<file path="src/design/lbmv_pkg.sv">
// Shared types, constants and helpers for the boundary macro value block.
`timescale 1ns / 1ps
`default_nettype none
package lbmv_pkg;

    localparam int FRAC_BITS = 14;
    localparam int MAX_ROWS  = 1024;
    localparam int Q_BITS    = 17;
    localparam int NUM_W     = 34;
    localparam int DEN_W     = 16;
    localparam int HM1_W     = 10;

    localparam logic [2:0] K_EAST  = 3'd0;
    localparam logic [2:0] K_NORTH = 3'd1;
    localparam logic [2:0] K_WEST  = 3'd2;
    localparam logic [2:0] K_SOUTH = 3'd3;
    localparam logic [2:0] K_NE    = 3'd4;
    localparam logic [2:0] K_NW    = 3'd5;
    localparam logic [2:0] K_SW    = 3'd6;
    localparam logic [2:0] K_SE    = 3'd7;

    localparam logic REG_REF_VEL = 1'b0;
    localparam logic REG_HEIGHT  = 1'b1;

    typedef struct packed {
        logic        flag;
        logic [15:0] val;
    } t_sat;

    function automatic t_sat sat16(input logic signed [17:0] v);
        t_sat r;
        if (v > 18'sd32767) begin
            r.flag = 1'b1;
            r.val  = 16'h7FFF;
        end else if (v < -18'sd32768) begin
            r.flag = 1'b1;
            r.val  = 16'h8000;
        end else begin
            r.flag = 1'b0;
            r.val  = v[15:0];
        end
        return r;
    endfunction

endpackage
`default_nettype wire

</file>
<file path="src/design/lbmv_div.sv">
// Pipelined restoring divider, one quotient bit per register stage.
`timescale 1ns / 1ps
`default_nettype none
module lbmv_div (
    input  wire logic                       i_clk,
    input  wire logic                       i_en,
    input  wire logic [lbmv_pkg::NUM_W-1:0] i_num,
    input  wire logic [lbmv_pkg::DEN_W-1:0] i_den,
    output logic      [lbmv_pkg::Q_BITS-1:0] o_quo
);
    import lbmv_pkg::*;

    logic [DEN_W-1:0]  r_rem [Q_BITS];
    logic [Q_BITS-1:0] r_low [Q_BITS];
    logic [Q_BITS-1:0] r_quo [Q_BITS];
    logic [DEN_W-1:0]  r_den [Q_BITS];

    genvar k;
    generate
        for (k = 0; k < Q_BITS; k++) begin : g_stage
            logic [DEN_W-1:0]  w_rem;
            logic [Q_BITS-1:0] w_low;
            logic [Q_BITS-1:0] w_quo;
            logic [DEN_W-1:0]  w_den;
            logic [DEN_W:0]    w_trial;
            logic [DEN_W:0]    w_diff;
            logic              w_ge;

            if (k == 0) begin : g_first
                assign w_rem = i_num[NUM_W-2:Q_BITS];
                assign w_low = i_num[Q_BITS-1:0];
                assign w_quo = '0;
                assign w_den = i_den;
            end else begin : g_next
                assign w_rem = r_rem[k-1];
                assign w_low = r_low[k-1];
                assign w_quo = r_quo[k-1];
                assign w_den = r_den[k-1];
            end

            assign w_trial = {w_rem, w_low[Q_BITS-1-k]};
            assign w_ge    = w_trial >= {1'b0, w_den};
            assign w_diff  = w_trial - {1'b0, w_den};

            always_ff @(posedge i_clk) begin
                if (i_en) begin
                    r_rem[k] <= w_ge ? w_diff[DEN_W-1:0] : w_trial[DEN_W-1:0];
                    r_low[k] <= w_low;
                    r_quo[k] <= {w_quo[Q_BITS-2:0], w_ge};
                    r_den[k] <= w_den;
                end
            end
        end
    endgenerate

    assign o_quo = r_quo[Q_BITS-1];

endmodule
`default_nettype wire

</file>
<file path="config.mk">
export PLATFORM = sky130hd
export DESIGN_NAME = lbmv_div
export DESIGN_NICKNAME = d
export VERILOG_FILES = /design/src/design/lbmv_pkg.sv /design/src/design/lbmv_div.sv
export SDC_FILE = /design/constraint.sdc
export NUM_CORES = 1
export LEC_CHECK = 0
export BUFFER_PORTS_ARGS = -buffer_cell sky130_fd_sc_hd__buf_2
export CAP_MARGIN = 10
export CORE_AREA = 3 3 262 264
export DETAILED_ROUTE_END_ITERATION = 8
export DIE_AREA = 0 0 265 267
export PLACE_DENSITY = 0.78
export SYNTH_ARGS = -nofsm -noshare
export SYNTH_HDL_FRONTEND = slang
export SYNTH_SLANG_ARGS = --single-unit
</file>
<file path="constraint.sdc">
create_clock -name i_clk -period 3.8 [get_ports i_clk]
set_clock_uncertainty 0.1 [all_clocks]
set_input_delay 0.57 -clock i_clk [delete_from_list [all_inputs] [get_ports i_clk]]
set_output_delay 0.57 -clock i_clk [all_outputs]
set_load 0.02 [all_outputs]
</file>
==> results of run 1 <==
## critical path, cell delays in order, from the launching register on
cell and delay [ns]:
edfxtp_1 0.41, ha_1 0.41, a211o_1 0.33, a221o_1 0.26, a21oi_1 0.23, nor3b_1 0.09, o31a_1 0.33, o31ai_2 0.33
nand2_2 0.40, mux2_4 0.42
## report_power, final
group / switching, uW / leakage, uW / internal [uW]
combinational: 7690 / 0.00862 / 6730
sequential: 1070 / 0.00783 / 12600
clock: 3410 / 0.00131 / 4570
## stage by stage
stage	total power [uW]	utilization, %	worst slack (ns)	hold slack, ns	cell area, um2
floorplan	24400	-	0.688	0.300	39900
global placement	27300	62.1	0.245	0.301	41500
detailed placement	28000	62.1	0.0909	0.305	41500
CTS	36200	66.5	0.0244	0.000661	44400
global route	38300	66.5	0.0583	0.00683	44500
finish	36000	66.5	0.252	0.0422	44500
## routing by layer
layer / vias up / track usage (%) / wire length [um] / part of all wire [%]
met5: - / 0 / 0 / 0
met3: 167 / 3.47 / 3810 / 4.9
met2: 646 / 37.6 / 38100 / 49
met1: 11800 / 30.0 / 34000 / 44
li1: 11800 / - / - / -
met4: 0 / 7.20 / 2210 / 2.8
## layout make-up
class	count	area [um2]
clock buffer	93	2090
clock inverter	58	596
fill	4754	22300
inverter	338	1270
multi-input combinational	1902	14400
sequential	801	24100
tap	873	1090
timing repair buffer	124	916
## worst min path at each step
stage	start	end	slack [ns]	cells after the start
finish	i_den[5]	r_den[0][5]	0.04	1
global route	i_num[3]	r_low[0][3]	0.007	1
CTS	i_den[5]	r_den[0][5]	0.0007	1
global placement	r_quo[14][10]	r_quo[15][11]	0.30	0
detailed placement	r_low[0][103]	r_low[0][120]	0.30	0
floorplan	r_low[0][85]	r_low[0][102]	0.30	0
## flip-flops by register name, summed over array words and instances (netlist names)
name / flops
r_den: 256
r_low: 136
r_quo: 153
r_rem: 256
## timing repair
| item | CTS | global route |
|---|---|---|
| hold endpoints to repair | 24 | 0 |
| gates resized for setup | 0 | 0 |
| setup endpoints to repair | 0 | 0 |
| hold buffers | 24 | 0 |
| buffers inserted | 0 | 0 |
## cells in the mapped netlist, types with 28 or more instances
cell	number
nand4_1	35
a21oi_1	166
nor2_1	167
mux2_2	137
a21o_1	60
nor2b_1	39
nor3_1	58
nand3_1	50
inv_1	337
xor2_1	57
ha_1	272
mux2i_1	28
o21ai_0	132
o21a_1	46
edfxtp_1	801
xnor2_1	121
nand2_1	169
## cell families (layout without fill, tap and decap cells)
group	Yosys count	count (layout)	synth area share (%)
muxes	178	178	5.06
adders and majority gates	288	288	9.33
buffers and inverters	371	613	3.59
DFF	801	801	60.3
and+or+nand+nor	641	641	7.76
xor gates and xnor gates	178	178	3.91
AOI/OAI and AO/OA	617	617	10.1
==> impl_metrics.ini, run 1 <==
[status]
status = finished clean

[global_routing]
grt_use_total_pct = 22.3
grt_antenna_before_repair = 0
grt_overflow = 0
grt_pass1_wl_um = 126000
grt_pass1_vias = 24500
grt_max_degree = 93

[yosys]
synthCells = 3074
yosys.area.top_type_share_pct = 60.3
synth_seq_area_share_pct = 60.3
ys.warnings.count = 0
avgSynthCellArea_um2 = 13.0
synthFlopType = edfxtp_1
synth_edf_count = 801
netlist_area_mm2 = 0.0399
ys_types = 76
ys_ff_latch = 801
async_reset_ff_share_pct = 0
synth_area_leader_cell = edfxtp_1
synth.area.top_cells = edfxtp_1 (60%), ha_1 (8.5%), mux2_2 (3.9%), inv_1 (3.2%), xnor2_1 (2.7%)
syn_nets = 3414

[clock_tree]
clk-insertion-delay-late_ns = 0.64
clk_pin_slew_ns = 0.06
clock_sinks = 801
ctsHtreeMaxLevel = 3
cts_root_buffer = clkbuf_16
cts_tree = built
cts_buffers = 82
cts_max_path_buffers = 3

[final_layout]
fin_nets = 3589
areaGrowthSynthToFinish_pct = 11.4
layout-drive-gt1-share_pct = 12.2
mostFrequentLayoutCell = edfxtp_1
n_antenna_cell = 0
final_cells = 4189
final_cell_mix = edfxtp_1 (801), inv_1 (337), ha_1 (272)

[floorplanning]
chipWidth_um = 265
rows = 95
die_h_um = 267
io_pins = 69
core_area_mm2 = 0.0668
die_area_mm2 = 0.0708
start_util_pct = 59.7

[worst_setup_path]
endpoint_kind = flip-flop
r2r-start = r_rem[0][235]
r2r_cells = 9
r2r_slack_ns = 0.25
cp-endpoint = r_rem[0][251]
critPathKind = flip-flop to flip-flop
required_ns = 4.08
cp-start-kind = flip-flop
critPathLaunch = r_rem[0][235]
timing.rr.end = r_rem[0][251]
path_max_fanout = 15
crit_arrival_ns = 3.83

[drt]
vias = 24400
drt_iter0_markers = 1923
wl_um = 78200
drc = 0
via_per_inst = 5.83
wire_per_inst_um = 18.7
ant_nets = 0
dr.pass1.iters = 6

[pwr]
powerDensity_mw_per_mm2 = 811
p_leak_uw = 0.0178
ir_worst_vdd_mv = 0.484

[placement]
portBuffers = 67
gp_congestion = 0.965
place_hpwl_um = 56600
dp_cells = 4013

[worst_hold_path]
hp-class = primary input to flip-flop

[timing]
period_minus_slack_ns = 3.55
tightest_slew_ns = 0.981
slew_violations = 0
hold_viol = 0
finalSetupViolations = 0
period_share_pct = 93.4
rsz0062_at_grt = no
timing.setup.tns_ns = 0
fmax_mhz = 282
relSlewSlack_pct = 34.6

[flow_run]
drv_cap = 0
Note: power is estimated with default switching activity, not from simulation.
==> run 2, diff against run 1 <==
ABC_CLOCK_PERIOD_IN_PS = 3800   (was not set)
GPL_TIMING_DRIVEN = 0   (was not set)
PLACE_DENSITY = 0.76   (was 0.78)
==> run 2 against run 1 <==
  * Utilization rose by 0.17 points
  * Cell count is essentially flat
  * Maximum frequency is 2.6% lower
  * Critical path type unchanged
  * Largest cell class unchanged
  * Largest power group unchanged
==> impl_metrics.ini, run 2 (synthesis gave the netlist of run 1 again) <==
[floorplanning]
die_h_um = 267
die_area_mm2 = 0.0708
start_util_pct = 59.7
io_pins = 69
chipWidth_um = 265
core_area_mm2 = 0.0668
rows = 95

[worst_setup_path]
r2r_slack_ns = 0.16
r2r-start = r_den[0][177]
r2r_cells = 11
path_cells = inv_1 > ha_1 > nor2b_1 > o211ai_1 > a31oi_1 > a31oi_1 > a21oi_1 > o31a_1 > clkbuf_1 > inv_1 > o31ai_1
critPathKind = flip-flop to flip-flop
cp-start-kind = flip-flop
crit_arrival_ns = 3.96
timing.rr.end = r_rem[0][206]
crit_buf_inv = 3
required_ns = 4.11
cp_top_family = compound AO/OA/AOI/OAI gates
path_max_fanout = 10
crit_path_top_delay_cell = a31oi_1
cpPeakStageDelay_ns = 0.48
endpoint_kind = flip-flop

[timing]
fmax_mhz = 274
rsz0062_at_grt = no
period_minus_slack_ns = 3.64
hold_viol = 0
tightest_slew_ns = 0.824
period_share_pct = 95.9
timing.setup.tns_ns = 0
finalSetupViolations = 0
relSlewSlack_pct = 45.1
slew_violations = 0
worst_hold_slack_ns = 0.0410

[placement]
place_hpwl_um = 56700
gp_congestion = 0.954
portBuffers = 67
dp_cells = 4021
place_area_mm2 = 0.0415

[drt]
vias = 24800
wire_per_inst_um = 19.0
drc = 0
ant_nets = 0
drt_iter0_markers = 2262
via_per_inst = 5.92
dr.pass1.iters = 6
wl_um = 79600

[final_layout]
top_regs = r_den x256, r_rem x256, r_quo x153
n_antenna_cell = 0
final_cell_mix = edfxtp_1 (801), inv_1 (337), ha_1 (272)
fin_nets = 3589
fin_area_mm2 = 0.0446
n_fill_cell = 4746
mostFrequentLayoutCell = edfxtp_1
areaGrowthSynthToFinish_pct = 11.7
final_cells = 4188
layout-drive-gt1-share_pct = 12.2

[worst_hold_path]
holdPathStages = 1
hp-start = i_num[8]
hp-class = primary input to flip-flop
min_to = r_low[0][8]

[global_routing]
grt_antenna_before_repair = 0
grt_overflow = 0
grt_pass1_wl_um = 126000
grt_pass1_vias = 24300
grt_max_degree = 140
grt_use_total_pct = 22.3

[clock_tree]
cts_buffers = 85
cts_tree = built
ctsHtreeMaxLevel = 3
clk-insertion-delay-late_ns = 0.63
clk_pin_slew_ns = 0.06
cts_max_path_buffers = 3
clock_sinks = 801
cts_setup_buffers = 0
cts_root_buffer = clkbuf_16

[pwr]
powerDensity_mw_per_mm2 = 823
fin_total_pwr_uw = 36700
ir_worst_vdd_mv = 0.477
p_leak_uw = 0.0178

[flow_run]
drv_cap = 0

[status]
status = finished clean
==> run 2: cell types whose count changed in the layout (fill, tap and decap cells not counted), sizes merged <==
| cell | before | now |
|---|---|---|
| clkinvlp | 5 | 3 |
| inv | 345 | 341 |
| clkbuf | 93 | 121 |
| clkinv | 38 | 34 |
| bufinv | 8 | 13 |
| buf | 100 | 86 |
| dlygate4sd3 | 24 | 14 |
==> run 2: where the power goes <==
part / switching (uW) / leakage (uW) / internal [uW] / total [uW]
logic: 7900 / 0.00857 / 6690 / 14600
clock network: 3380 / 0.00140 / 5110 / 8480
registers: 1040 / 0.00783 / 12600 / 13600
==> run 2: final cells by class <==
type,instances,area [um2],share of cell area (%)
timing repair buffer,88,658,1.48
multi-input combinational,1902,14500,32.5
clock inverter,53,608,1.36
clock buffer,100,2250,5.04
buffer,33,176,0.396
sequential,801,24100,54.0
inverter,338,1270,2.85
tap,873,1090,2.45
==> run 2: per-stage QoR <==
step	setup WS, ns	utilization [%]
floorplan	0.688	-
global placement	-9.59	61.9
detailed placement	0.0424	62.1
CTS	0.0381	66.6
global route	0.00205	66.7
finish	0.156	66.7
==> run 2: worst max path at each step <==
| stage | from | to | slack, ns | depth (start not counted) |
|---|---|---|---|---|
| 6_report | r_den[0][177] | r_rem[0][206] | 0.16 | 11 |
| 5_1_grt | r_den[0][161] | r_rem[0][184] | 0.002 | 11 |
| 4_1_cts | r_den[0][193] | r_rem[0][220] | 0.04 | 12 |
| 3_5_place_dp | i_en | r_quo[16][8] | 0.04 | 5 |
| 3_3_place_gp | i_en | r_quo[16][8] | -9.59 | 1 |
| 2_1_floorplan | r_den[0][17] | r_rem[0][40] | 0.69 | 11 |
==> run 2: worst register-to-register path, delay by kind of cell (launching register included) <==
family | cells | cell delay, ns
AOI/OAI and AO/OA | 6 | 1.70
adders and majority gates | 1 | 0.32
buffers and inverters | 3 | 0.72
DFF | 1 | 0.41
and+or+nand+nor | 1 | 0.20
==> run 2: what timing repair did <==
action	4_1_cts	5_1_grt
gates resized for setup	0	21
endpoints found under the hold margin	14	0
hold buffers	14	0
setup endpoints to repair	0	78
==> run 2: routing by layer <==
layer	global-route usage (%)	wire length [um]
met1	30.9	35000
met2	36.9	38100
met3	3.58	4790
met4	6.15	1720
met5	0	0
==> run 3, diff against run 2 <==
BUFFER_PORTS_ARGS = -buffer_cell sky130_fd_sc_hd__buf_4   (was -buffer_cell sky130_fd_sc_hd__buf_2)
==> run 3 against run 2 <==
  * Sequential power about the same
  * Global-route usage rose by 0.24 points
  * Worst hold slack got worse by 0.0087 ns
  * Maximum frequency increased by 0.25%
  * Combinational power barely moved
  * Clock power shrank 2%
  * Count of clock-buffer cells in the layout up 2
  * Critical path depth did not move
  * Sequential share of layout area is essentially flat
  * Die area stayed put
==> impl_metrics.ini, run 3 (synthesis gave the netlist of run 1 again) <==
[floorplanning]
chipWidth_um = 265
die_h_um = 267
io_pins = 69
start_util_pct = 59.7
die_area_mm2 = 0.0708
core_area_mm2 = 0.0668
rows = 95

[drt]
ant_nets = 0
wire_per_inst_um = 19.1
dr.pass1.iters = 6
via_per_inst = 5.91
vias = 24700
wl_um = 79700
drc = 0
drt_iter0_markers = 2170

[final_layout]
layout-drive-gt1-share_pct = 12.0
fin_nets = 3582
final_cells = 4178
final_cell_mix = edfxtp_1 (801), inv_1 (337), ha_1 (272)
n_antenna_cell = 0
mostFrequentLayoutCell = edfxtp_1
top_regs = r_den x256, r_rem x256, r_quo x153
areaGrowthSynthToFinish_pct = 11.8
n_fill_cell = 4767

[worst_setup_path]
critPathKind = flip-flop to flip-flop
endpoint_kind = flip-flop
r2r_cells = 11
crit_arrival_ns = 3.89
required_ns = 4.06
path_max_fanout = 10
cp-start-kind = flip-flop

[placement]
preCtsSetupSlack_ns = -0.0808
gp_congestion = 0.950
dp_cells = 4019
place_hpwl_um = 57200
portBuffers = 67

[global_routing]
grt_overflow = 0
grt_max_degree = 143
grt_pass1_wl_um = 127000
grt_antenna_before_repair = 0
grt_pass1_vias = 24300
grt_use_total_pct = 22.5

[worst_hold_path]
holdPathStages = 1
hp-class = primary input to flip-flop

[clock_tree]
ctsHtreeMaxLevel = 3
cts_buffers = 84
cts_tree = built
clk_pin_slew_ns = 0.06
cts_root_buffer = clkbuf_16
clk-insertion-delay-late_ns = 0.61
clock_sinks = 801
cts_max_path_buffers = 3

[pwr]
ir_worst_vdd_mv = 0.613
p_leak_uw = 0.0178
powerDensity_mw_per_mm2 = 820

[timing]
tightest_slew_ns = 0.986
setup_slack_ns = 0.165
period_share_pct = 95.7
fmax_mhz = 275
hold_viol = 0
timing.setup.tns_ns = 0
finalSetupViolations = 0
slew_violations = 0
relSlewSlack_pct = 34.3
period_minus_slack_ns = 3.64

[flow_run]
drv_cap = 0

[status]
status = finished clean
[run 3: through the flow]
step                      hold WS, ns  power, uW  area (um2)  util [%]
after global placement          0.301      27600       41500      62.1
after global routing          0.00623      38900       44600      66.8
after CTS                   0.0000381      36600       44500      66.7
after detailed placement        0.305      28100       41600      62.3
after floorplan                 0.300      24400       39900         -
final                          0.0323      36600       44600      66.8
[run 3: critical path: stages (launching register included)]
cell	delay, ns
edfxtp_1	0.44
inv_1	0.09
ha_1	0.24
nor2b_1	0.15
o31a_1	0.28
o31a_1	0.29
o221ai_1	0.40
o21a_1	0.23
a21oi_1	0.10
nor3_4	0.43
buf_6	0.25
mux2_2	0.36
[run 3: where the power goes]
group	leakage (uW)	internal [uW]	switching (uW)	total, uW
Sequential	0.00783	12600	1040	13600
Combinational	0.00860	6740	7900	14600
Clock	0.00135	5000	3330	8320
[run 3: metal layers]
layer	routed length, um	GRT usage [%]
met1	35500	31.1
met2	38200	37.5
met3	4050	3.22
met4	1900	6.88
met5	0	0
[run 3: cell type report]
cell class,count,area [um2],area share [%]
clock buffer,102,2230,5.01
buffer,33,171,0.384
tap,873,1090,2.45
inverter,338,1270,2.84
sequential,801,24100,53.9
multi-input combinational,1902,14500,32.4
timing repair buffer,82,756,1.69
clock inverter,47,553,1.24
[run 3: final timing paths]
kind | startpoint | to | slack [ns]
min | i_num[2] | r_low[0][2] | 0.03
max | r_den[0][17] | r_rem[0][40] | 0.16
max reg2reg | r_den[0][17] | r_rem[0][40] | 0.16
min reg2reg | r_low[0][238] | r_low[0][255] | 0.31
[run 3: what timing repair did]
item,CTS,global route
pin swaps,0,3
gates resized for setup,2,16
buffers inserted,0,2
endpoints found under the hold margin,8,0
endpoints found under the setup margin,14,70
hold buffers,8,0
